--- src/design/hcbp_pkg.sv ---
// ----------------------------------------------------------------------------
// hcbp_pkg: shared definitions for the Huffman code bit packer
// Table geometry, item modes, controller states and the command and status
// groups that pass between the controller and the datapath.
// ----------------------------------------------------------------------------
package hcbp_pkg;

  localparam int MAX_CODE_LEN = 32;
  localparam int SYMBOL_BITS  = 8;
  localparam int TABLE_DEPTH  = 1 << SYMBOL_BITS;
  localparam int CODE_W       = 32;
  localparam int LEN_W        = 6;
  localparam int BYTE_W       = 8;
  localparam int ACC_W        = CODE_W + BYTE_W;
  localparam int CODE_LIMIT   = (MAX_CODE_LEN < CODE_W) ? MAX_CODE_LEN : CODE_W;

  typedef enum logic [1:0] {
    MODE_LOAD   = 2'd0,
    MODE_ENCODE = 2'd1,
    MODE_FLUSH  = 2'd2
  } mode_t;

  typedef enum logic [1:0] {
    ST_IDLE,
    ST_READ,
    ST_EMIT
  } state_t;

  typedef struct packed {
    logic ld_table;  // write one code table entry
    logic ld_enc;    // merge looked-up code with pending bits
    logic ld_flush;  // stage the pending partial byte for output
    logic shift;     // one output byte transferred
    logic finish;    // keep leftover bits as the new pending byte
  } cmd_t;

  typedef struct packed {
    logic has_byte;    // at least one full byte is staged
    logic final_byte;  // the staged byte is the last for this item
  } status_t;

endpackage

--- src/design/hcbp_ctrl.sv ---
// ----------------------------------------------------------------------------
// hcbp_ctrl: controller of the Huffman code bit packer
// Takes one item at a time, sequences the table lookup and steps the datapath
// through the output bytes that the item produces.
// ----------------------------------------------------------------------------
module hcbp_ctrl (
  input  logic              clk,
  input  logic              rst,
  input  logic              in_valid,
  output logic              in_stall,
  input  logic [1:0]        mode,
  output logic              out_valid,
  input  logic              out_stall,
  output hcbp_pkg::cmd_t    cmd,
  input  hcbp_pkg::status_t sts
);

  import hcbp_pkg::*;

  state_t state, state_next;

  always_ff @(posedge clk) begin
    if (rst) begin
      state <= ST_IDLE;
    end else begin
      state <= state_next;
    end
  end

  always_comb begin
    state_next = state;
    cmd        = '0;
    in_stall   = 1'b1;
    out_valid  = 1'b0;
    unique case (state)
      ST_IDLE: begin
        in_stall = 1'b0;
        if (in_valid) begin
          unique case (mode)
            MODE_LOAD: begin
              cmd.ld_table = 1'b1;
            end
            MODE_ENCODE: begin
              state_next = ST_READ;
            end
            MODE_FLUSH: begin
              cmd.ld_flush = 1'b1;
              state_next   = ST_EMIT;
            end
            default: begin
              state_next = ST_IDLE;
            end
          endcase
        end
      end
      ST_READ: begin
        cmd.ld_enc = 1'b1;
        state_next = ST_EMIT;
      end
      ST_EMIT: begin
        out_valid = sts.has_byte;
        if (sts.has_byte) begin
          cmd.shift = !out_stall;
        end else begin
          cmd.finish = 1'b1;
          state_next = ST_IDLE;
        end
      end
      default: begin
        state_next = ST_IDLE;
      end
    endcase
  end

  // Only an idle controller may take a new item.
  a_intake_idle: assert property (@(posedge clk) disable iff (rst)
    !in_stall |-> state == ST_IDLE)
    else $error("item taken while busy");

  // Bytes are offered only while emitting.
  a_out_emit: assert property (@(posedge clk) disable iff (rst)
    out_valid |-> state == ST_EMIT)
    else $error("output valid outside emit");

  // An encode item always goes through the table read before emitting.
  a_enc_read: assert property (@(posedge clk) disable iff (rst)
    (state == ST_IDLE && in_valid && mode == MODE_ENCODE) |=> state == ST_READ)
    else $error("encode skipped table read");

endmodule

--- config.mk ---
export PLATFORM = sky130hd
export DESIGN_NAME = hcbp_ctrl
export DESIGN_NICKNAME = d
export VERILOG_FILES = /design/src/design/hcbp_pkg.sv /design/src/design/hcbp_ctrl.sv
export SDC_FILE = /design/constraint.sdc
export NUM_CORES = 1
export LEC_CHECK = 0
export ABC_CLOCK_PERIOD_IN_PS = 2140
export BUFFER_PORTS_ARGS = -buffer_cell sky130_fd_sc_hd__buf_4
export CORE_AREA = 2 2 39 41
export CTS_BUF_LIST = sky130_fd_sc_hd__clkbuf_8
export DETAILED_ROUTE_END_ITERATION = 8
export DIE_AREA = 0 0 41 43
export GPL_TIMING_DRIVEN = 0
export PLACE_DENSITY_LB_ADDON = 0.2
export REMOVE_ABC_BUFFERS = 1
export SETUP_SLACK_MARGIN = 0.4
export SLEW_MARGIN = 40
export SYNTH_ARGS = -nofsm -noshare
export SYNTH_HDL_FRONTEND = slang
export SYNTH_SLANG_ARGS = --single-unit
--- constraint.sdc ---
create_clock -name clk -period 2.14 [get_ports clk]
set_input_delay 0.214 -clock clk [delete_from_list [all_inputs] [get_ports clk]]
set_output_delay 0.214 -clock clk [all_outputs]
set_load 0.1 [all_outputs]
==> results.md, run 1 <==
* Status: finished, final reports clean
* Final setup fails at 0
* Max Fclk at between 600 and 700 MHz
* Setup crit end kind: output port
* 1st-iter DRT viols at 1
* Actual slew at the worst max-slew pin at roughly 280 ps
* Clock sinks at 2
* Layer with the highest usage: met4
* M3 GR Usage at between 3 and 4%
* Antenna-violating nets left at 0
* H-tree levels at 1
* Path depth of the worst reg2reg path at 2
* Ys Warns at 0
* Worst slack, placed at about 660 ps
* GRT met1 Usage at between 7 and 8%
* DRT Wirelength at roughly 430 um
* CTS tree: yes
* Final GP Congestion at between 0.5 and 0.6
* Filler cells at roughly 160
* Worst-Skew Late Latency at 210 ps
* CP Class: reg2out
* Max Cap Violations at 0
* Vias at 167
* Largest register FFs at 2
* Die Wd at 41 um
* Worst Setup Slack, final at 500 ps
* Skew final at ~0.24 ps
* Vias per inst at ~3.6
* Worst-path fanout max at 6
* Top post-synthesis cells by area: dfxtp_1 27%, nor4b_2 10%, or4b_4 9.3%, and4bb_2 8.5%, and3b_2 6.8%
* DR WL/cell at around 9 um
* Core Box Area at 0.00138 sq mm
* Starting Density at between 10% and 20%
* Distinct cells, synth at 12
* Unrepaired setup endpoints after global routing: false
* Crit start category: flip-flop
* Max VDD drop at between 200 and 250 uV
* Area share of the leading cell type in the synthesized netlist at ~27%
* DRT Pass-1 Iters at 2
* Area Overhead vs Synth at 112%
* Power Dens Cells at 813 mW/mm^2
* Synth area leader: dfxtp_1
* Clk slew on worst S/H paths at 30 ps
* Min-Delay Path Class: in2reg
* Layout cells sized above 1 at between 70% and 80%
* Die area at 0.00176 sq mm
* First-pass GRT wire length at 703 um
* Initial antenna violation count at 0
* I/O pin total at 15
* Worst Path Arrival at ~1400 ps
* Final worst-path cycle share at between 70% and 80%
* Biggest regs: state (2)
* HPWL after DPL at ~360 um
* Largest net degree at the start of global routing at 7
* Final core occ at 22.6%
* CTS root buf: clkbuf_8
* Chip height at roughly 43 um
* Clock Path Buffers at 2
* Hold Path Cell Cnt at 2
* Static leakage at 0.156 nW
* # DRC at 0
* Antenna cell count at 0
* Synth Register Bits at 2
* Final #Nets at a little over 40
* Syn Inst Count at 15
* Number of port buffers at 13
* Slew HR at 81.5%
* Most frequent cells in the layout: 12 x buf_4, 3 x clkbuf_8, 2 x inv_1, 2 x dfxtp_1
* Post-Syn Area at between 100 and 150 sq um
* All-Layer GR Usage at about 6.5%
* Reg with most FFs: state
* CP required at between 1500 and 2000 ps
* Vias in the first global route at ~170
* Mean Syn Cell Area at between 9 and 10 sq um
* Sequential area share after synthesis at between 20% and 30%
* Total gr overflow at 0
* Commonest non-fill, non-tap cell in the layout: buf_4
* M2 GR Usage at approximately 7.5%
* Final hold violation count at 0
* Final worst path period need at 1640 ps
* Num rows at 14
* Inserted Clock Buffers at 3
* Final slew viol count at 0
* Setup Fix Bufs, Post-CTS at 0
[kinds of logic (layout without fill, tap and decap cells)]
family	after synthesis	in the layout	share of synthesized area, %
compound gates	1	1	5.93
buf+inv	2	18	5.09
flops	2	2	27.1
simple gates	10	10	61.9
[power breakdown]
group | switching, mW | internal [mW]
clock network | 0.0262 | 0.119
logic | 0.0472 | 0.0213
registers | 0.00179 | 0.0392
total | 0.0752 | 0.179
[through the flow]
stage / instance area, sq um / power, mW / instances / TNS (ps) / hold slack, ps
finish: 313 / 0.254 / 47 / 0 / 181
global placement: 265 / 0.109 / 44 / 0 / 398
detailed placement: 265 / 0.109 / 44 / 0 / 395
floorplan: 148 / 0.0897 / 15 / -1270 / 285
CTS: 307 / 0.259 / 47 / 0 / 177
global route: 313 / 0.265 / 47 / 0 / 182
[worst paths after layout]
path / start / endpoint / slack (ps)
max: state[1] / cmd[4] / 500
min: rst / state[0] / 180
max reg2reg: state[1] / state[0] / 960
min reg2reg: state[1] / state[0] / 630
[metal layers]
metal	part of all wire (%)	wire, um
met3	17	72
met4	0	0
met5	0	0
met1	49	209
met2	34	143
[what timing repair did]
| action | CTS | global route |
|---|---|---|
| resized for setup | 0 | 2 |
| hold buffers | 0 | 0 |
| setup endpoints to repair | 0 | 1 |
[critical path: stages, from the launching register on]
cell,delay [ps]
dfxtp_1,330
or4b_4,560
nor2_2,110
buf_6,230
[Yosys cell counts]
cell type	number
and4b_1	1
nor3b_1	1
nor4b_2	1
o31a_1	1
nor2b_1	1
inv_1	2
and4bb_2	1
and3b_2	1
nor2_1	2
and2b_2	1
dfxtp_1	2
or4b_4	1
[layout make-up]
cell class                 count  area [sq um]  area share, %
inverter                       2          7.51           2.40
timing repair buffer          13           101           32.4
sequential                     2          40.0           12.8
multi-input combinational     11           103           32.8
tap                           16          20.0           6.40
clock buffer                   3          41.3           13.2
(Power assumes the default switching activity.)
==> inputs of run 2 (changes only) <==
Settings changed: ABC_AREA from default to 1, ABC_CLOCK_PERIOD_IN_PS 2140 to 1600.
Clock period 2.14 ns to 1.6 ns, I/O delays scaled along.
==> run 2 against run 1 <==
Cell area grew 23%. Sequential power grew 36%. Clock power grew 37%. Clock skew grew 2.7 ps. Flip-flop and latch count is the same. Die area is the same. Highest routed layer is now met4.
==> results.md, run 2 <==
* Largest net degree at the start of global routing at 5 (-2)
* Final slew viol count at 0 (unchanged)
* DR WL/cell at 7.87 um (-13%)
* Post-Syn Area at 148 sq um (unchanged)
* Vias at 213 (+28%)
* Origin of the worst min-delay path: rst
* Commonest non-fill, non-tap cell in the layout: buf_4
* Layout cells sized above 1 at 60.0% (-11 points)
* Filler cells at 156 (+0.65%)
* Initial antenna violation count at 0 (unchanged)
* Final worst path period need at around 1200 ps
* Slew HR at 81.7% (+0.13 points)
* Sequential area share after synthesis at 27.1% (unchanged)
* Worst-Skew Late Latency at 210 ps (about the same)
* Clock sinks at 2 (unchanged)
* Mean Syn Cell Area at 5.27 sq um (-46%)
* Num rows at 14 (unchanged)
* Area share of the leading cell type in the synthesized netlist at 27.1% (unchanged)
* Final #Nets at 55 (+34%)
* Clock Path Buffers at 2 (unchanged)
* Min-Delay Path Class: in2reg
* Inserted Clock Buffers at 3 (unchanged)
* Vias in the first global route at 195 (+13%)
* Power Dens Cells at 944 mW/mm^2 (+16%)
* Ys async rst share at 0% (unchanged)
* Biggest regs: state (2)
* Chip height at 43 um (unchanged)
* Starting Density at 10.7% (unchanged)
* Die Wd at 41 um (unchanged)
* Synth area leader: dfxtp_1
* Distinct cells, synth at 7 (-5)
* Setup crit end kind: output port
* Final setup fails at 0 (unchanged)
* Layer with the highest usage: met3
* Reg with most FFs: state
* Critical path startpoint: state[0]
* GRT met1 Usage at 5.75% (-1.6 points)
* Max VDD drop at 575 uV (+170%)
* CTS tree: yes
* Max Cap Violations at 0 (unchanged)
* Antenna-violating nets left at 0 (unchanged)
* Ys Warns at 0 (unchanged)
* Final hold violation count at 0 (unchanged)
* Top post-synthesis cells by area: dfxtp_1 27%, inv_1 20%, nand2_1 18%, nor2_1 18%, nand3_1 6.8%
* Most frequent cells in the layout: 8 x buf_4, 7 x nand2_1, 6 x inv_1, 4 x nor2_1, 4 x buf_6
* CP required at 1440 ps (-490 ps)
* Worst Path Arrival at 1080 ps (-350 ps)
* Total power at 0.363 mW (+43%)
* HPWL after DPL at 349 um (-2.9%)
* Die area at 0.00176 sq mm (unchanged)
* Core Box Area at 0.00138 sq mm (unchanged)
* Final worst-path cycle share at 77.4%
* Antenna cell count at 0 (unchanged)
* CTS root buf: clkbuf_8
* Syn Inst Count at 28 (+13)
* Max Fclk at between 800 and 900 MHz
* Crit start category: flip-flop
* M2 GR Usage at 7.50% (unchanged)
* DRT Wirelength at 480 um (+13%)
* 1st-iter DRT viols at 0 (-1)
* Vias per inst at 3.49 (-1.7%)
* I/O pin total at 15 (unchanged)
* Synth top cells by count: 8 x inv_1, 7 x nand2_1, 7 x nor2_1
* Skew final at 2.93 ps (+2.70 ps)
* Worst-path fanout max at 3 (-3)
* All-Layer GR Usage at 6.61% (+0.10 points)
* Predominant post-synthesis flop cell: dfxtp_1
* First-pass GRT wire length at 655 um (-6.8%)
* Actual slew at the worst max-slew pin at 277 ps (-2.00 ps)
* Status: finished, final reports clean
* Min Hold Slack at 108 ps (-73.3 ps)
* Final GP Congestion at 0.700 (+35%)
* Worst flop-to-flop path startpoint: state[0]
* Largest register FFs at 2 (unchanged)
* Synth Register Bits at 2 (unchanged)
* CP Class: reg2out
* H-tree levels at 1 (unchanged)
* CTS Hold Bufs at 0 (unchanged)
* Most common cell in the netlist: inv_1
* M3 GR Usage at 9.42% (+6.3 points)
* Post-synth EDFFs at 0 (unchanged)
* Number of port buffers at 13 (unchanged)
* DRT Pass-1 Iters at 1 (-1)
* Total gr overflow at 0 (unchanged)
* Area Overhead vs Synth at 160%
* Clk slew on worst S/H paths at 30 ps (about the same)
* # DRC at 0 (unchanged)
* Static leakage at 0.201 nW (+28%)
* Unrepaired setup endpoints after global routing: true
## run 2: cell count changes in the layout (fill, tap and decap cells not counted), moves of 3 or more
cell,delta
buf_4,-4
buf_6,+3
inv_1,+4
nand2_1,+7
nor2_1,+3
## run 2: layout make-up
cell class                      instances  area, sq um  area share, %
Timing Repair Buffer                   14          145           37.8
Multi-Input combinational cell         18          105           27.4
Sequential cell                         2         42.5           11.1
Clock buffer                            3         41.3           10.7
Inverter                                8         30.0           7.82
Tap cell                               16         20.0           5.21
## run 2: power breakdown
| group | total [mW] | internal (mW) | switching [mW] |
|---|---|---|---|
| Sequential | 0.0559 | 0.0529 | 0.00302 |
| Combinational | 0.108 | 0.0344 | 0.0738 |
| Clock | 0.199 | 0.159 | 0.0395 |
## run 2: worst paths after layout
kind / to / cells after the start / slack (ps)
max: cmd[4] / 4 / 360
min: state[1] / 2 / 110
max reg2reg: state[0] / 4 / 720
min reg2reg: state[1] / 4 / 630
## run 2: kinds of logic after synthesis
kind of cell | Yosys count | share of synthesized area, %
and+or+nand+nor | 18 | 52.5
buffers and inverters | 8 | 20.3
DFF | 2 | 27.1
## run 2: worst max-delay path, cell delays in order (launching register included)
cell and delay, ps:
dfxtp_2 320, nor2_4 110, nand2_1 80, nor2_2 120, buf_6 230
## run 2: timing repair
item / 4_1_cts / 5_1_grt
pin swaps: 3 / 0
buffers inserted: 1 / 0
setup endpoints to repair: 4 / 6
gates resized for setup: 12 / 9
## run 2: through the flow
| step | util [%] | instances | worst slack (ps) | cell area, sq um | TNS [ps] |
|---|---|---|---|---|---|
| 2_1_floorplan | - | 28 | -1570 | 148 | -2400 |
| 3_3_place_gp | 19.2 | 57 | 444 | 265 | 0 |
| 3_5_place_dp | 19.2 | 57 | 451 | 265 | 0 |
| 4_1_cts | 25.7 | 61 | 337 | 355 | 0 |
| 5_1_grt | 27.8 | 61 | 296 | 384 | 0 |
| 6_report | 27.8 | 61 | 361 | 384 | 0 |
## run 2: layer usage
| layer | part of all wire (%) | up-vias |
|---|---|---|
| met4 | 0.83 | 0 |
| met2 | 48 | 9 |
| met5 | 0 | - |
| met3 | 11 | 2 |
| li1 | - | 115 |
| met1 | 40 | 87 |
==> inputs of run 3 (changes only) <==
Settings changed: ABC_CLOCK_PERIOD_IN_PS 1600 to 1300.
Clock period 1.6 ns to 1.3 ns, I/O delays scaled along.
==> run 3 against run 2 <==
Via count is 3.8% higher. Clock-buffer cell count did not move. First-iteration DRC count stayed put. Global-route usage increased by 0.60 points. Sequential power up 21%. Cell area is 17% higher. Clock skew increased by 0.96 ps. Non-clock buffer count up 2. Core utilization grew 4.8 points. Sequential share of layout area fell by 1.1 points. Critical path depth stayed put. Critical endpoint unchanged. Highest routed layer unchanged.
==> results.md, run 3 (same netlist as run 2, synthesis figures left out) <==
* Final hold violation count at 0 (unchanged)
* Worst-path fanout max at 3 (unchanged)
* # DRC at 0 (unchanged)
* Reg2Reg Setup Slack at 410 ps (-310 ps)
* Final GP Congestion at 0.700 (unchanged)
* Number of port buffers at 13 (unchanged)
* Filler cells at 147 (-5.8%)
* CTS root buf: clkbuf_8
* Chip height at 43 um (unchanged)
* Min Hold Slack at 75.9 ps (-31.7 ps)
* Static leakage at 0.222 nW (+11%)
* CTS tree: yes
* Commonest non-fill, non-tap cell in the layout: buf_4
* CP required at 1170 ps (-270 ps)
* Vias per inst at 3.51 (+0.46%)
* Reg power frac at 14.4% (-1.0 points)
* Hold Path Cell Cnt at 2 (unchanged)
* DRT Wirelength at 517 um (+7.7%)
* Max VDD drop at 694 uV (+21%)
* Total power at 0.471 mW (+30%)
* Crit-path slowest cell: dfxtp_2
* Largest net degree at the start of global routing at 5 (unchanged)
* Path depth of the worst reg2reg path at 5 (+1)
* Origin of the worst min-delay path: rst
* Total gr overflow at 0 (unchanged)
* Clk slew on worst S/H paths at 30 ps (about the same)
* Clock sinks at 2 (unchanged)
* Actual slew at the worst max-slew pin at 201 ps (-76.3 ps)
* Antenna cell count at 0 (unchanged)
* Final worst-path cycle share at between 90% and 100%
* Comb pwr share at 33.6% (+3.8 points)
* Cells along the critical path: nor2_4 > nand2_1 > nor2_2 > buf_12
* Num rows at 14 (unchanged)
* HPWL after DPL at 349 um (unchanged)
* Worst flop-to-flop path startpoint: state[0]
* Most frequent cells in the layout: 8 x buf_4, 7 x nand2_1, 6 x buf_12, 5 x inv_1, 4 x nor2_1
* Buf/Inv on CP at 1 (unchanged)
* Setup crit end kind: output port
* Unrepaired setup endpoints after global routing: true
* Status: finished, final reports clean
* Final worst path period need at around 1200 ps
* Die Wd at 41 um (unchanged)
* Max Fclk at roughly 840 MHz
* Switching share of power at 31.9% (-0.12 points)
* Antenna-violating nets left at 0 (unchanged)
* Slew HR at 86.6% (+5.0 points)
* Critical path startpoint: state[0]
* All-Layer GR Usage at 7.21% (+0.60 points)
* Final slew viol count at 0 (unchanged)
* Crit start category: flip-flop
* Reg with most FFs: state
* Largest register FFs at 2 (unchanged)
* Max Cap Violations at 0 (unchanged)
* Inserted Clock Buffers at 3 (unchanged)
* Final core occ at 32.5% (+4.8 points)
* 1st-iter DRT viols at 0 (unchanged)
* Area Overhead vs Synth at 205%
* Net Sw Power at 0.151 mW (+30%)
* WHS Endpoint: state[1]
* Power Dens Cells at 1050 mW/mm^2 (+11%)
* I/O pin total at 15 (unchanged)
* Die area at 0.00176 sq mm (unchanged)
* Min-Delay Path Class: in2reg
* First-pass GRT wire length at 724 um (+11%)
* Core Box Area at 0.00138 sq mm (unchanged)
* Starting Density at 10.7% (unchanged)
* Setup tns final at 0 ps (unchanged)
* Crit path largest cell delay at 330 ps (about the same)
* P_int at 0.321 mW (+30%)
* CP delay by family, top: simple AND/OR/NAND/NOR gates
* DRT Pass-1 Iters at 1 (unchanged)
* Clock Path Buffers at 2 (unchanged)
* Worst-Skew Late Latency at 210 ps (about the same)
* CTS Hold Bufs at 0 (unchanged)
* Final #Nets at 57 (+3.6%)
* CP Class: reg2out
* DR WL/cell at 8.21 um (+4.3%)
* Final setup fails at 0 (unchanged)
* H-tree levels at 1 (unchanged)
* Skew final at 3.89 ps (+0.958 ps)
* Worst Path Arrival at 1060 ps (-20 ps)
* Initial antenna violation count at 0 (unchanged)
* Vias in the first global route at 210 (+7.7%)
* Clock power frac at 52.0% (-2.7 points)
* Vias at 221 (+3.8%)
* Layout cells sized above 1 at 63.8% (+3.8 points)
* Reg2reg end: state[0]
* Biggest regs: state (2)
## run 3: repair_timing
action / CTS / global route
buffers inserted: 2 / 1
endpoints found under the setup margin: 7 / 9
pin swaps: 3 / 1
resized for setup: 26 / 8
## run 3: power by group through the flow
stage                     combinational [mW]  clock [mW]  sequential [mW]
after floorplan                       0.0828           0           0.0670
after global placement                 0.115           0           0.0676
after detailed placement               0.115           0           0.0675
after CTS                              0.144       0.253           0.0689
after global routing                   0.165       0.266           0.0684
final                                  0.158       0.245           0.0677
## run 3: worst max-delay path by stage
stage,end,slack (ps),cells past startpoint
floorplan,cmd[2],-1840,3
global placement,cmd[2],170,4
detailed placement,cmd[2],180,4
CTS,cmd[4],70,4
global route,cmd[4],50,4
finish,cmd[4],110,4
## run 3: through the flow
stage | worst slack [ps] | instances | area [sq um]
after detailed placement | 181 | 57 | 265
after global routing | 46.8 | 63 | 450
after floorplan | -1840 | 28 | 148
after CTS | 69.1 | 62 | 410
after global placement | 174 | 57 | 265
final | 106 | 63 | 450
## run 3: routing by layer
layer / up-vias / wire, um / GRT usage [%]
met1: 91 / 212 / 6.07
met4: 0 / 4 / 4.00
met5: - / 0 / 0
met2: 9 / 247 / 9.06
li1: 119 / - / -
met3: 2 / 53 / 9.42
## run 3: layout make-up
class | count | area (sq um) | area share, %
Timing Repair Buffer | 16 | 203 | 45.0
Multi-Input combinational cell | 18 | 111 | 24.7
Sequential cell | 2 | 45.0 | 10.0
Clock buffer | 3 | 41.3 | 9.17
Inverter | 8 | 30.0 | 6.67
Tap cell | 16 | 20.0 | 4.44
